==> src/rtl/rdc_pkg.sv <==
// Package for the radix digit converter: defaults, radix limits, digit glyphs.
`timescale 1ns / 1ps

package rdc_pkg;

  localparam int VALUE_WIDTH_DEF = 64;

  localparam logic [4:0] RADIX_MIN   = 5'd2;
  localparam logic [4:0] RADIX_MAX   = 5'd16;
  localparam logic [4:0] RADIX_RESET = 5'd10;

  typedef logic [3:0] digit_t;
  typedef logic [6:0] glyph_t;

  // ASCII character of one digit value
  function automatic glyph_t digit_glyph(input digit_t d);
    glyph_t g;
    if (d < 4'd10) begin
      g = 7'd48 + {3'd0, d};
    end else begin
      g = 7'd55 + {3'd0, d};
    end
    return g;
  endfunction

  // written base forced into 2..16
  function automatic logic [4:0] clamp_radix(input logic [4:0] v);
    logic [4:0] r;
    if (v < RADIX_MIN) begin
      r = RADIX_MIN;
    end else if (v > RADIX_MAX) begin
      r = RADIX_MAX;
    end else begin
      r = v;
    end
    return r;
  endfunction

endpackage

==> src/rtl/radix_digit_converter.sv <==
// Radix digit converter top level: bit-serial base-N conversion with a digit cell chain.
`timescale 1ns / 1ps
// Sequence: an accepted request first shifts the value into the digit cells, MSB first,
//   then shifts the cells out; leading zero cells are skipped and the remaining digits
//   follow one per cycle. busy stays high through both phases, so a new request is taken
//   only after the last digit has left the cells.
// The receiver cannot stall; each digit is on the out_ ports for exactly one cycle.
// Reset (rst_n low, synchronous) idles the block and sets the base to 10.

module radix_digit_converter #(
  parameter int VALUE_WIDTH = rdc_pkg::VALUE_WIDTH_DEF
) (
  input  logic                   clk,
  input  logic                   rst_n,
  // request channel
  input  logic                   start,
  output logic                   busy,
  input  logic [VALUE_WIDTH-1:0] in_value,
  // result channel
  output logic                   out_valid,
  output logic [6:0]             out_digit_char,
  output logic                   out_last_digit,
  // base register write
  input  logic                   cfg_valid,
  output logic                   cfg_ready,
  input  logic [4:0]             cfg_radix
);

  localparam int CNT_W = $clog2(VALUE_WIDTH);
  localparam logic [CNT_W-1:0] CNT_LAST = CNT_W'(VALUE_WIDTH - 1);

  localparam logic [1:0] ST_IDLE = 2'd0;
  localparam logic [1:0] ST_CONV = 2'd1;
  localparam logic [1:0] ST_EMIT = 2'd2;

  logic [1:0]             state_r, state_nxt;
  logic [CNT_W-1:0]       cnt_r, cnt_nxt;
  logic                   seen_r, seen_nxt;
  logic [4:0]             radix_r;
  logic [VALUE_WIDTH-1:0] shift_r, shift_nxt;
  rdc_pkg::digit_t        cell_r   [VALUE_WIDTH];
  rdc_pkg::digit_t        cell_nxt [VALUE_WIDTH];

  logic                   out_valid_r, out_valid_nxt;
  logic [6:0]             out_char_r, out_char_nxt;
  logic                   out_last_r, out_last_nxt;

  // doubling step carry chain
  logic [VALUE_WIDTH-1:0] gen, prop, gen_or_prop, carry_in;
  logic [VALUE_WIDTH:0]   carry_sum;
  logic [4:0]             dbl [VALUE_WIDTH];

  logic                   accept;
  logic                   top_nz;
  logic                   at_last;
  logic                   emit_now;

  assign accept    = start && (state_r == ST_IDLE);
  assign busy      = (state_r != ST_IDLE);
  assign cfg_ready = 1'b1;

  // Each conversion cycle doubles the cell chain and adds the next input bit
  // (MSB first). A cell generates a carry when 2d >= radix and passes the
  // incoming carry on when 2d + 1 == radix (odd bases only); the carries
  // resolve as one wide add.
  always_comb begin
    for (int i = 0; i < VALUE_WIDTH; i++) begin
      gen[i]  = ({cell_r[i], 1'b0} >= radix_r);
      prop[i] = ({cell_r[i], 1'b0} + 5'd1 == radix_r);
    end
    gen_or_prop = gen | prop;
    carry_sum   = {1'b0, gen} + {1'b0, gen_or_prop}
                + (VALUE_WIDTH+1)'(shift_r[VALUE_WIDTH-1]);
    carry_in    = carry_sum[VALUE_WIDTH-1:0] ^ gen ^ gen_or_prop;
    for (int i = 0; i < VALUE_WIDTH; i++) begin
      dbl[i] = {cell_r[i], 1'b0} + {4'd0, carry_in[i]};
      if (gen[i] || (prop[i] && carry_in[i])) begin
        dbl[i] = dbl[i] - radix_r;
      end
    end
  end

  assign top_nz   = (cell_r[VALUE_WIDTH-1] != 4'd0);
  assign at_last  = (cnt_r == CNT_LAST);
  // leading zero cells are skipped; the lowest cell always leaves
  assign emit_now = seen_r || top_nz || at_last;

  always_comb begin
    state_nxt     = state_r;
    cnt_nxt       = cnt_r;
    seen_nxt      = seen_r;
    shift_nxt     = shift_r;
    cell_nxt      = cell_r;
    out_valid_nxt = 1'b0;
    out_char_nxt  = out_char_r;
    out_last_nxt  = out_last_r;
    case (state_r)
      ST_IDLE: begin
        if (accept) begin
          shift_nxt = in_value;
          cnt_nxt   = '0;
          for (int i = 0; i < VALUE_WIDTH; i++) begin
            cell_nxt[i] = '0;
          end
          state_nxt = ST_CONV;
        end
      end
      ST_CONV: begin
        for (int i = 0; i < VALUE_WIDTH; i++) begin
          cell_nxt[i] = dbl[i][3:0];
        end
        shift_nxt = {shift_r[VALUE_WIDTH-2:0], 1'b0};
        cnt_nxt   = cnt_r + 1'b1;
        if (at_last) begin
          cnt_nxt   = '0;
          seen_nxt  = 1'b0;
          state_nxt = ST_EMIT;
        end
      end
      ST_EMIT: begin
        // top cell leaves, the chain moves up one place
        for (int i = VALUE_WIDTH - 1; i > 0; i--) begin
          cell_nxt[i] = cell_r[i-1];
        end
        cell_nxt[0] = '0;
        if (emit_now) begin
          out_valid_nxt = 1'b1;
          out_char_nxt  = rdc_pkg::digit_glyph(cell_r[VALUE_WIDTH-1]);
          out_last_nxt  = at_last;
          seen_nxt      = 1'b1;
        end
        cnt_nxt = cnt_r + 1'b1;
        if (at_last) begin
          state_nxt = ST_IDLE;
        end
      end
      default: begin
        state_nxt = ST_IDLE;
      end
    endcase
  end

  always_ff @(posedge clk) begin
    if (!rst_n) begin
      state_r     <= ST_IDLE;
      cnt_r       <= '0;
      seen_r      <= 1'b0;
      radix_r     <= rdc_pkg::RADIX_RESET;
      out_valid_r <= 1'b0;
    end else begin
      state_r     <= state_nxt;
      cnt_r       <= cnt_nxt;
      seen_r      <= seen_nxt;
      out_valid_r <= out_valid_nxt;
      if (cfg_valid && cfg_ready) begin
        radix_r <= rdc_pkg::clamp_radix(cfg_radix);
      end
    end
  end

  // payload: no reset
  always_ff @(posedge clk) begin
    shift_r    <= shift_nxt;
    cell_r     <= cell_nxt;
    out_char_r <= out_char_nxt;
    out_last_r <= out_last_nxt;
  end

  assign out_valid      = out_valid_r;
  assign out_digit_char = out_char_r;
  assign out_last_digit = out_last_r;

  // ---------------------------------------------------------------- checks
  a_glyph_range: assert property (@(posedge clk) disable iff (!rst_n)
    out_valid |-> ((out_digit_char >= 7'd48 && out_digit_char <= 7'd57) ||
                   (out_digit_char >= 7'd65 && out_digit_char <= 7'd70)))
    else $error("digit character outside 0-9/A-F");

  a_radix_range: assert property (@(posedge clk) disable iff (!rst_n)
    (radix_r >= rdc_pkg::RADIX_MIN) && (radix_r <= rdc_pkg::RADIX_MAX))
    else $error("stored base outside 2..16");

  a_start_takes: assert property (@(posedge clk) disable iff (!rst_n)
    (start && !busy) |=> (busy && state_r == ST_CONV && cnt_r == '0))
    else $error("request accepted but conversion did not begin");

  a_last_ends_run: assert property (@(posedge clk) disable iff (!rst_n)
    (out_valid && out_last_digit) |=> !out_valid)
    else $error("digit after the last digit of a run");

  a_no_digit_in_conv: assert property (@(posedge clk) disable iff (!rst_n)
    (state_r == ST_CONV) |=> !out_valid)
    else $error("digit emitted while converting");

endmodule
==> config.mk <==
export PLATFORM = sky130hd
export DESIGN_NAME = radix_digit_converter
export DESIGN_NICKNAME = d
export VERILOG_FILES = /design/src/rtl/rdc_pkg.sv /design/src/rtl/radix_digit_converter.sv
export SDC_FILE = /design/constraint.sdc
export NUM_CORES = 2
export LEC_CHECK = 0
export BUFFER_PORTS_ARGS = -buffer_cell sky130_fd_sc_hd__buf_2
export CORE_MARGIN = 5
export CORE_UTILIZATION = 58
export DETAILED_ROUTE_END_ITERATION = 8
export GPL_TIMING_DRIVEN = 0
export HOLD_SLACK_MARGIN = 0.02
export PLACE_DENSITY_LB_ADDON = 0.3
export SLEW_MARGIN = 0
export SYNTH_ARGS = -nofsm -noshare
export SYNTH_HDL_FRONTEND = slang
export SYNTH_SLANG_ARGS = --single-unit
==> constraint.sdc <==
create_clock -name clk -period 26.7 [get_ports clk]
set_input_delay 6.675 -clock clk [delete_from_list [all_inputs] [get_ports clk]]
set_output_delay 6.675 -clock clk [all_outputs]
set_load 0.03 [all_outputs]
==> impl_metrics.py <==
metrics = {
    "sta": {
        "skew_ns": 0.0197,
        "fmax_ghz": 0.101,
        "timing.final.hold_violations": 0,
        "tightestPinTransition_ns": 1.50,
        "setup_viol": 0,
        "slew_violations": 10,
        "rsz0062_at_grt": "false",
        "finalCritPeriodShare": 0.373,
        "setup_tns_ns": 0,
        "min_period_ns": 9.95,
        "max-slew-margin-rel": -0.000618,
    },
    "grt": {
        "antenna_found_initial": 2,
        "overflow": 0,
        "grt_usage": 0.350,
        "grt_pass1_vias": 27500,
        "grt_pass1_wl_um": 163000,
        "grt_start_max_net_pins": 65,
    },
    "die": {
        "ios": 84,
        "row_count": 85,
        "die_w_um": 244,
        "dieHeight_um": 244,
        "core_um2": 54000,
        "start_util": 0.587,
        "dieArea_um2": 59500,
    },
    "placed_design": {
        "io_buffers": 81,
        "dpl.cell_count": 4172,
        "dpl.hpwl_um": 75100,
        "globalplace.congestion": 0.990,
    },
    "synth": {
        "yosysWarningCount": 0,
        "syn_area_um2": 31700,
        "synthFlopType": "edfxtp_1",
        "synth_edf_count": 328,
        "synth_cell_type_count": 93,
        "avgSynthCellArea_um2": 9.37,
        "synth_cells": 3385,
        "async_flop_share": 0,
        "yosysSeqAreaShare": 0.320,
        "syn_nets": 3851,
        "synth-seq-cells": 343,
    },
    "min_path": {
        "min_to": "cnt_r[5]",
        "min_path_cells": 2,
        "worst_hold_startpoint": "cnt_r[5]",
        "min_path_type": "reg -> reg",
    },
    "clocking": {
        "cts_setup_buffers": 0,
        "cts_buffers": 43,
        "htree_levels": 2,
        "root_buffer": "clkbuf_16",
        "clockBufferDepth": 3,
        "tritoncts": "done",
        "cts_resized": 0,
        "postCtsHoldBufs": 0,
        "cts_sinks": 343,
        "clkTransAtPathRegs_ns": 0.06,
        "clock_latency_ns": 0.60,
    },
    "detailed_routing": {
        "first_pass_iters": 8,
        "drt-initial-drc-count": 3377,
        "drtAntennaViolNets": 0,
        "avgRoutedWirePerCell_um": 25.3,
        "num_vias": 28800,
        "wl_um": 107000,
        "drc": 0,
        "vias_per_cell": 6.78,
    },
    "setup_path": {
        "critical_path.slowest_cell": "clkbuf_1",
        "path_depth": 28,
        "path_delay_family": "buffers and inverters",
        "ff2ff_setup_slack_ns": 16.75,
        "cp_common_cell": "buf_4",
        "cp-end-kind": "flop",
        "cpPeakStageDelay_ns": 0.92,
        "cp.required_ns": 27.04,
        "r2r-end": "cell_r[30]",
        "start_kind": "flop",
        "crit_fanout": 21,
        "r2r_cells": 28,
        "path_buf_inv": 9,
        "cp_data_arrival_time_ns": 10.29,
        "r2r-start": "radix_r[0]",
        "critPathKind": "reg -> reg",
    },
    "flow_run": {
        "cap_violations": 1,
    },
    "status": {
        "status": "complete, but fails checks",
        "violations": "capacitance limit, slew limit",
    },
    "final_layout": {
        "final_cells": 4255,
        "nNetsFinal": 3987,
        "drive_above_1_share": 0.0883,
        "areaGrowthSynthToFinish_pct": 9.39,
    },
    "pwr": {
        "leakage_nw": 14.2,
        "power_density_nw_per_um2": 56.7,
        "ir_drop_mv": 0.0659,
    },
}
==> worst max-delay path by stage <==
stage                from         end  slack [ns]
4_1_cts        radix_r[0]  cell_r[30]       17.18
3_3_place_gp        start    cnt_r[0]        6.00
2_1_floorplan       start    cnt_r[0]       10.93
3_5_place_dp   radix_r[0]  cell_r[30]       17.23
6_report       radix_r[0]  cell_r[30]       16.75
5_1_grt        radix_r[0]  cell_r[30]       16.71
==> synthesized netlist by cell type, types with 19 or more instances <==
library cell    n  share of area
mux2i_1        97          0.031
nor3_1         26         0.0041
a21oi_1       276          0.044
nand3_1        85          0.013
ha_1          329           0.13
o21ai_0       259          0.041
nand2_1       324          0.038
xor2_1         51          0.014
and2_1         23         0.0045
nand4_1        41         0.0081
and3_1         68          0.013
o21bai_1       19         0.0045
clkbuf_1       97          0.011
xnor2_1        79          0.022
a211oi_1       21         0.0050
inv_1         158          0.019
o21a_1         31         0.0073
edfxtp_1      328           0.31
nor2b_1       117          0.023
mux2_2         90          0.032
a22o_1         21         0.0058
nor2_1        132          0.016
fa_1           64          0.040
a22oi_1        76          0.018
a21o_1        159          0.038
a21boi_0       34         0.0080
o211ai_1       34         0.0080
==> power by group <==
part,leakage (nW),switching [mW],internal [mW],total [mW]
clock network,0.670,0.257,0.337,0.594
registers,3.54,0.0430,0.649,0.692
logic,9.96,0.410,0.271,0.681
==> sequential cells by signal, indices dropped and copies added, names as in the netlist <==
| register | count |
|---|---|
| out_digit_char | 7 |
| out_last_digit | 1 |
| seen_r | 1 |
| cell_r | 256 |
| shift_r | 64 |
| out_valid | 1 |
| radix_r | 5 |
| cnt_r | 6 |
| state_r | 2 |
==> per-layer routing <==
layer  up-vias  part of all wire  GRT usage
li1      13100                 -          -
met1     13700              0.39      0.462
met2      1703              0.44      0.551
met3       388              0.11     0.0757
met4         0             0.060      0.165
met5         -                 0          0
==> kinds of logic after synthesis <==
kind of cell / after synthesis / share of synthesized area
flops: 343 / 0.320
mux: 187 / 0.0626
other cells: 1 / 0.000118
fa+ha+maj: 393 / 0.170
xor+xnor: 130 / 0.0359
simple gates: 951 / 0.152
buf+inv: 279 / 0.0340
compound gates: 1101 / 0.225
==> cells in the final DEF (no fill, tap or decap), types with 18 or more instances in the layout <==
cell,instances
a21boi_0,33
a22oi_1,76
a21o_1,159
nand2_1,324
clkbuf_16,46
inv_1,154
nor2_1,132
o211ai_1,34
nor3_1,26
a211oi_1,21
nand4_1,41
nand2b_1,18
nand3_1,85
o21a_1,31
xor2_1,51
edfxtp_1,328
buf_2,88
o21ai_0,259
clkbuf_1,110
fa_1,64
and3_1,68
mux2i_1,97
a21oi_1,276
o21bai_1,19
a22o_1,21
and2_1,23
mux2_2,89
xnor2_1,79
ha_1,329
nor2b_1,117
==> worst min-delay path, cell delays in order (launching register included) <==
cell and delay [ns]:
dfxtp_1 0.33, a21oi_1 0.13, nor2_1 0.05
==> per-stage QoR <==
| stage | hold WS, ns | setup slack [ns] | area, um2 | power (mW) | utilization |
|---|---|---|---|---|---|
| after floorplan | 0.460 | 10.93 | 31700 | 1.19 | - |
| after global placement | 0.476 | 6.00 | 33000 | 1.35 | 0.611 |
| after detailed placement | 0.521 | 17.23 | 33300 | 1.36 | 0.616 |
| after CTS | 0.536 | 17.18 | 34700 | 1.95 | 0.642 |
| after global routing | 0.560 | 16.71 | 34700 | 2.06 | 0.642 |
| final | 0.544 | 16.75 | 34700 | 1.97 | 0.642 |
==> area by class of cell <==
type / count / area (um2)
Timing Repair Buffer: 91 / 673
Sequential cell: 343 / 10200
Antenna cell: 3 / 7.51
Clock inverter: 16 / 150
Multi-Input combinational cell: 2763 / 20500
Fill cell: 4478 / 19300
Buffer: 118 / 479
Clock buffer: 64 / 1250
Inverter: 161 / 617
Tap cell: 696 / 871
Power figures use the tool's default switching activity.
